File: src/sv/cct_pkg.sv
// ---------------------------------------------------------------------------
// cct_pkg: shared constants and types for the McCamy color temperature block
// Matrix coefficients, cubic constants, ratio formats and status codes.
// ---------------------------------------------------------------------------
package cct_pkg;

	localparam int SAMPLE_BITS_DEF = 16;

	// Ratio format: signed Q4.16.
	localparam int RATIO_W = 20;

	// Matrix coefficients, signed Q2.14.
	localparam logic signed [15:0] C_XR = -16'sd2340;
	localparam logic signed [15:0] C_XG = 16'sd25383;
	localparam logic signed [15:0] C_XB = -16'sd15670;
	localparam logic signed [15:0] C_YR = -16'sd5319;
	localparam logic signed [15:0] C_YG = 16'sd25860;
	localparam logic signed [15:0] C_YB = -16'sd11992;
	localparam logic signed [15:0] C_ZR = -16'sd11174;
	localparam logic signed [15:0] C_ZG = 16'sd12628;
	localparam logic signed [15:0] C_ZB = 16'sd9229;

	// Chromaticity offsets of the epicenter, Q4.16.
	localparam logic signed [20:0] XC_OFF = 21'sd21758;
	localparam logic signed [20:0] YC_OFF = 21'sd12177;

	// Cubic constants, Q.16; K3_INT is an integer.
	localparam logic signed [30:0] K3_INT = 31'sd449;
	localparam logic signed [30:0] K2 = 31'sd231014400;
	localparam logic signed [34:0] K1 = 35'sd447171789;
	localparam logic signed [36:0] K0 = 37'sd361780347;

	typedef enum logic [1:0] {
		ST_OK      = 2'd0,
		ST_ZERO_IN = 2'd1,
		ST_DEGEN   = 2'd2,
		ST_SAT     = 2'd3
	} status_t;

endpackage

File: src/sv/cct_div.sv
// ---------------------------------------------------------------------------
// cct_div: pipelined signed divider with saturating quotient
// One quotient bit per stage, truncation toward zero, sideband carried along.
// ---------------------------------------------------------------------------
module cct_div import cct_pkg::*; #(
	parameter int NW = 49,
	parameter int DW = 35,
	parameter int QB = RATIO_W,
	parameter int SW = 1
) (
	input  logic                 clk,
	input  logic                 arst_n,
	input  logic                 en,
	input  logic                 in_vld,
	input  logic signed [NW-1:0] num,
	input  logic signed [DW-1:0] den,
	input  logic [SW-1:0]        side_in,
	output logic                 out_vld,
	output logic signed [QB-1:0] quo,
	output logic                 quo_sat,
	output logic [SW-1:0]        side_out
);

	localparam int CW = ((NW > DW + QB) ? NW : DW + QB) + 1;

	logic [NW-1:0] nmag;
	logic [DW-1:0] dmag;

	logic [CW-1:0] rem_s  [0:QB];
	logic [QB-1:0] q_s    [0:QB];
	logic [DW-1:0] dmag_s [0:QB];
	logic          neg_s  [0:QB];
	logic          ovf_s  [0:QB];
	logic [SW-1:0] side_s [0:QB];
	logic          vld_s  [0:QB];

	logic [QB-1:0] qm;
	logic          pos_sat;
	logic          neg_sat;

	assign nmag = num[NW-1] ? NW'(-num) : NW'(num);
	assign dmag = den[DW-1] ? DW'(-den) : DW'(den);

	// The quotient magnitude overflows QB bits when the numerator reaches den << QB.
	always_ff @(posedge clk) begin
		if (en) begin
			rem_s[0]  <= CW'(nmag);
			q_s[0]    <= '0;
			dmag_s[0] <= dmag;
			neg_s[0]  <= num[NW-1] ^ den[DW-1];
			ovf_s[0]  <= CW'(nmag) >= (CW'(dmag) << QB);
			side_s[0] <= side_in;
		end
	end

	always_ff @(posedge clk or negedge arst_n) begin
		if (!arst_n) begin
			vld_s[0] <= 1'b0;
		end else if (en) begin
			vld_s[0] <= in_vld;
		end
	end

	for (genvar k = 1; k <= QB; k++) begin : g_bit
		logic [CW-1:0] dsh;
		logic          ge;

		assign dsh = CW'(dmag_s[k-1]) << (QB - k);
		assign ge  = rem_s[k-1] >= dsh;

		always_ff @(posedge clk) begin
			if (en) begin
				rem_s[k]  <= ge ? rem_s[k-1] - dsh : rem_s[k-1];
				q_s[k]    <= q_s[k-1] | (ge ? (QB'(1) << (QB - k)) : '0);
				dmag_s[k] <= dmag_s[k-1];
				neg_s[k]  <= neg_s[k-1];
				ovf_s[k]  <= ovf_s[k-1];
				side_s[k] <= side_s[k-1];
			end
		end

		always_ff @(posedge clk or negedge arst_n) begin
			if (!arst_n) begin
				vld_s[k] <= 1'b0;
			end else if (en) begin
				vld_s[k] <= vld_s[k-1];
			end
		end
	end

	assign qm      = q_s[QB];
	assign pos_sat = ovf_s[QB] || qm[QB-1];
	assign neg_sat = ovf_s[QB] || (qm > (QB'(1) << (QB - 1)));

	always_ff @(posedge clk) begin
		if (en) begin
			side_out <= side_s[QB];
			if (neg_s[QB]) begin
				quo     <= neg_sat ? {1'b1, {(QB-1){1'b0}}} : QB'(-qm);
				quo_sat <= neg_sat;
			end else begin
				quo     <= pos_sat ? {1'b0, {(QB-1){1'b1}}} : qm;
				quo_sat <= pos_sat;
			end
		end
	end

	always_ff @(posedge clk or negedge arst_n) begin
		if (!arst_n) begin
			out_vld <= 1'b0;
		end else if (en) begin
			out_vld <= vld_s[QB];
		end
	end

endmodule

File: config.mk
export PLATFORM = sky130hd
export DESIGN_NAME = cct_div
export DESIGN_NICKNAME = d
export VERILOG_FILES = /design/src/sv/cct_pkg.sv /design/src/sv/cct_div.sv
export SDC_FILE = /design/constraint.sdc
export NUM_CORES = 2
export LEC_CHECK = 0
export BUFFER_PORTS_ARGS = -buffer_cell sky130_fd_sc_hd__buf_2
export CAP_MARGIN = 30
export CORE_MARGIN = 10
export CORE_UTILIZATION = 60
export DETAILED_ROUTE_END_ITERATION = 10
export PLACE_DENSITY_LB_ADDON = 0.08
export SLEW_MARGIN = 10
export SYNTH_ARGS = -nofsm -noshare
export SYNTH_HDL_FRONTEND = slang
export SYNTH_SLANG_ARGS = --single-unit
File: constraint.sdc
create_clock -name clk -period 11.7 [get_ports clk]
set_input_delay 1.17 -clock clk [delete_from_list [all_inputs] [get_ports clk]]
set_output_delay 1.17 -clock clk [all_outputs]
set_load 0.01 [all_outputs]
==> summary.txt <==
Route
  • WL/cell: approximately 21 um
  • Post-detailed-route count of antenna-violating nets: 0
  • Pre-antenna DRT Iters: 9
  • Via Count: a little under 80000
  • Avg Vias per Cell: roughly 6.0
  • Starting DRT DRC Count: approximately 6000
  • Wirelength, routed: between 200 and 300 mm
  • # DRC: 3

Finish
  • Layout Nets: about 11000
  • Filler cells: about 14000
  • Share of layout cells above drive strength 1: 6.684%
  • P&R area growth vs syn: 9.438%

Yosys
  • Largest family of logic cells by synthesized area: compound AO/OA/AOI/OAI gates
  • Compound-cell area share of the yosys netlist: about 14%
  • Post-synth ARST share: under 10%
  • Post-synth EDFFs: between 2000 and 2500
  • Multiplexer area fraction after synthesis: 0.9479%
  • Area contributors post-synth: edfxtp_1 (55%), ha_1 (7.9%), xnor2_1 (3.6%), a21oi_1 (3.4%), o21ai_0 (3.4%)
  • Cells after Synth: between 10000 and 15000
  • Post-synthesis cell type count: a little over 90
  • Yosys top cell area share: a little over half
  • Top_reg_cell synth: edfxtp_1
  • Mapped Area: roughly 120000 um^2
  • Synth Area in XOR/XNOR: 6.477%
  • Adder-cell share of the synthesized area: ~8.2%
  • Synth warn: 0
  • Sequential area share after synthesis: a little under three fifths
  • Leading area contributor after synthesis: edfxtp_1
  • Syn Area/Cell: approximately 11 um^2
  • Post-Synth Simple-Gate Area: around 11%
  • Post-Syn Nets: between 10000 and 15000
  • Flop and latch count out of synthesis: about 2100

Power and ir drop
  • Sw power: between 10 and 15 mW
  • Power Density: around 240 nW/um^2
  • Switching Fraction: about 36%
  • Internal power: a little under 20 mW
  • Static Leakage: 49.87 nW
  • Part of the power in registers: between 30 and 40%
  • Logic pwr share: between 30% and 40%
  • Clk pwr share: 23.1%
  • Peak VDD IR: approximately 200 uV

Run status
  • Failing checks: DRC
  • Outcome: finished, violations left

Timing
  • Final min period: between 5 and 6 ns
  • Worst slew pin tran: 1.084 ns
  • Endpoints failing hold: 0
  • Final period utilization: about half
  • TNS Setup: 0 ns
  • RSZ-0062 raised after global routing: no
  • Slew HR: around 28%
  • Setup ws final: roughly 6.0 ns
  • F_max: around 180 MHz
  • Setup Skew: between 0.05 and 0.06 ns
  • Max-slew violations: 0
  • Setup Viol. Count Final: 0

Setup path
  • Startpoint types: input pin
  • Crit path top cell by count: a21o_1
  • CP arrival: between 6 and 7 ns
  • Buf/Inv on CP: 2
  • Largest delay share family, worst path: simple AND/OR/NAND/NOR gates
  • Crit path capture type: flip-flop
  • Slowest library cell on the worst path: or4_1
  • Slowest stage delay, CP: ~0.55 ns
  • Worst-path fanout max: 4
  • Crit Path Category: input pin to flip-flop
  • Worst EP required: 12.29 ns
  • Critical path, cell by cell: buf_2 > or3_4 > or4_4 > nor4_4 > nand2_1 > or2_1 > inv_1 > nand2_1 > or4_1 > or4_1 > o41ai_1 > xnor2_1 > ha_1 > a21o_1 > a21o_1 > a21oi_1 > o211ai_1 > a21o_1 > a311oi_1 > o31ai_1 > o211a_1

Placement
  • Placement Setup Slack: 5.127 ns
  • Dpl hpwl: about 220 mm
  • Final GP Congestion: just over 1
  • I/O Buffers: about 110

Clock network
  • TritonCTS clock tree: built
  • Max Root-Sink Buffers: 3
  • Setup bufs post-CTS: 0
  • Clock transition at path regs: approximately 0.060 ns
  • Clock Root Buffer: clkbuf_16
  • Hold_buf cts: 0
  • CTS buffer count: between 200 and 250
  • Worst skew pair latency: between 0.8 and 0.9 ns
  • Clock sinks: 2130
  • Post-CTS Resized: 0
  • Clock H-tree levels: 4

Global route
  • Initial antenna violation count: 6
  • First-pass GRT wire length: ~430 mm
  • Pin count of the biggest net entering global routing: roughly 190
  • GRT Util Overall: a little over a quarter
  • Vias in the first global route: a little over 80000
  • Total congestion overflow: 0

Floorplanning
  • Die area: 210900 um^2
  • Chip Width: around 460 um
  • IO Count: approximately 110
  • Row cnt: ~160
  • Core ar.: between 150000 and 200000 um^2
  • Starting Density: between 60% and 70%
  • Die H: 459.2 um

Flow run
  • Max_cap viols: 0

Worst hold path
  • Worst min path class: input pin to async pin
area by class of cell:
cell class	count	area, um^2	share of cell area (%)
flip-flops and latches	2130	63850	50.40
multi-input cells	7059	47650	37.61
clock buffers	251	5622	4.438
inverters	908	3408	2.690
well taps	2526	3161	2.495
clock inverters	158	1663	1.313
repair buffers	191	1309	1.033
diodes	10	25.02	0.01975
cells by family (layout without fill, tap and decap cells):
group           after synthesis  count (layout)
compound gates             2680            2680
xor+xnor                    856             856
fa+ha+maj                   746             746
buf+inv                    1178            1508
flops                      2130            2130
mux                          98              98
other cells                   0              10
simple gates               2679            2679
cells in the mapped netlist, types with 38 or more instances:
| library cell | instances |
|---|---|
| clkbuf_1 | 244 |
| xnor2_1 | 478 |
| nand3_1 | 148 |
| ha_1 | 727 |
| o31ai_1 | 64 |
| a21o_1 | 368 |
| nor4_1 | 118 |
| or4_1 | 44 |
| and3_1 | 52 |
| o211ai_1 | 54 |
| mux2_2 | 93 |
| xor2_1 | 378 |
| nor2_1 | 623 |
| nand2b_1 | 125 |
| and2_1 | 38 |
| nor3_1 | 172 |
| a21oi_1 | 789 |
| nor2b_1 | 92 |
| o21a_1 | 75 |
| inv_1 | 906 |
| a31oi_1 | 92 |
| a211oi_1 | 66 |
| nand4_1 | 144 |
| nand2_1 | 913 |
| o21bai_1 | 68 |
| edfxtp_1 | 2108 |
| or3_1 | 50 |
| o21ai_0 | 785 |
metrics by stage:
| step | hold slack [ns] | util (%) | cells | total power, mW | area, um^2 |
|---|---|---|---|---|---|
| floorplan | 0.4003 | - | 10367 | 19.90 | 115800 |
| global placement | 0.4002 | 62.02 | 12794 | 22.91 | 119200 |
| detailed placement | 0.4045 | 62.06 | 12806 | 23.25 | 119300 |
| CTS | 0.1952 | 65.85 | 13215 | 30.29 | 126500 |
| global route | 0.2542 | 65.91 | 13228 | 32.06 | 126700 |
| finish | 0.2529 | 65.92 | 13233 | 30.32 | 126700 |
worst register-to-register path, cell delays in order (launching register included):
cell and delay, ns:
edfxtp_1 0.41, ha_1 0.38, o21ai_0 0.19, a21oi_1 0.10, o31a_1 0.30, nor2_1 0.23, o21ai_1 0.27, a31o_2 0.35
a21boi_0 0.78, o21a_2 0.26, buf_4 0.48, clkinv_1 0.83, o211ai_1 0.52, nor2_1 0.10, xor2_1 0.16
cells in the final DEF, fill, tap and decap left out, types with 25 or more instances in the layout:
master and instances:
and3_1 51, a21o_1 367, o21a_1 74, or3_1 50, a211o_1 26, nand2b_1 125
a211oi_1 66, o211ai_1 54, nor2_1 622, o21bai_1 67, o21ai_0 785, a21boi_0 25
inv_1 906, clkinv_1 57, mux2_2 93, xnor2_1 478, a31oi_1 90, buf_4 57
xor2_1 378, or2_2 32, nand4_1 144, or4_1 44, o31a_1 25, nor2b_1 92
clkbuf_16 220, a21oi_1 785, o31ai_1 64, nand3b_1 28, clkbuf_1 31, nand2_1 913
nand3_1 148, nor3_1 172, and2_1 38, nor4_1 111, edfxtp_1 2108, buf_2 117
ha_1 727, clkinv_2 44
metal layers:
| metal | track usage [%] | vias up | wire length (um) |
|---|---|---|---|
| met1 | 23.66 | 37642 | 92230 |
| li1 | - | 38405 | - |
| met3 | 3.128 | 959 | 9167 |
| met2 | 49.78 | 2230 | 148500 |
| met5 | 0 | - | 0 |
| met4 | 24.03 | 0 | 30590 |
worst paths after layout:
check,slack (ns),end,from,cells after the start
setup / recovery,6.00,ovf_s[0],num[17],21
hold / removal,0.25,vld_s[1],arst_n,1
setup reg to reg,6.08,rem_s[2][111],rem_s[2][13],14
hold reg to reg,0.41,dmag_s[0][193],dmag_s[0][158],0
max in group asynchronous,11.11,vld_s[9],arst_n,1
min in group clk,0.41,dmag_s[0][193],dmag_s[0][158],0
registers in the layout, summed over array words and instances, names as in the netlist:
register / cells
dmag_s: 700
side_s: 21
quo: 20
neg_s: 21
vld_s: 21
side_out: 1
ovf_s: 21
quo_sat: 1
rem_s: 1113
q_s: 210
out_vld: 1
power groups by stage:
stage / Sequential (mW) / Clock, mW / Combinational (mW)
finish: 11.8 / 7.00 / 11.5
global route: 11.9 / 7.45 / 12.7
CTS: 11.8 / 7.13 / 11.4
detailed placement: 11.9 / 0 / 11.3
global placement: 11.9 / 0 / 11.0
floorplan: 11.4 / 0 / 8.49
(Power assumes the default switching activity.)
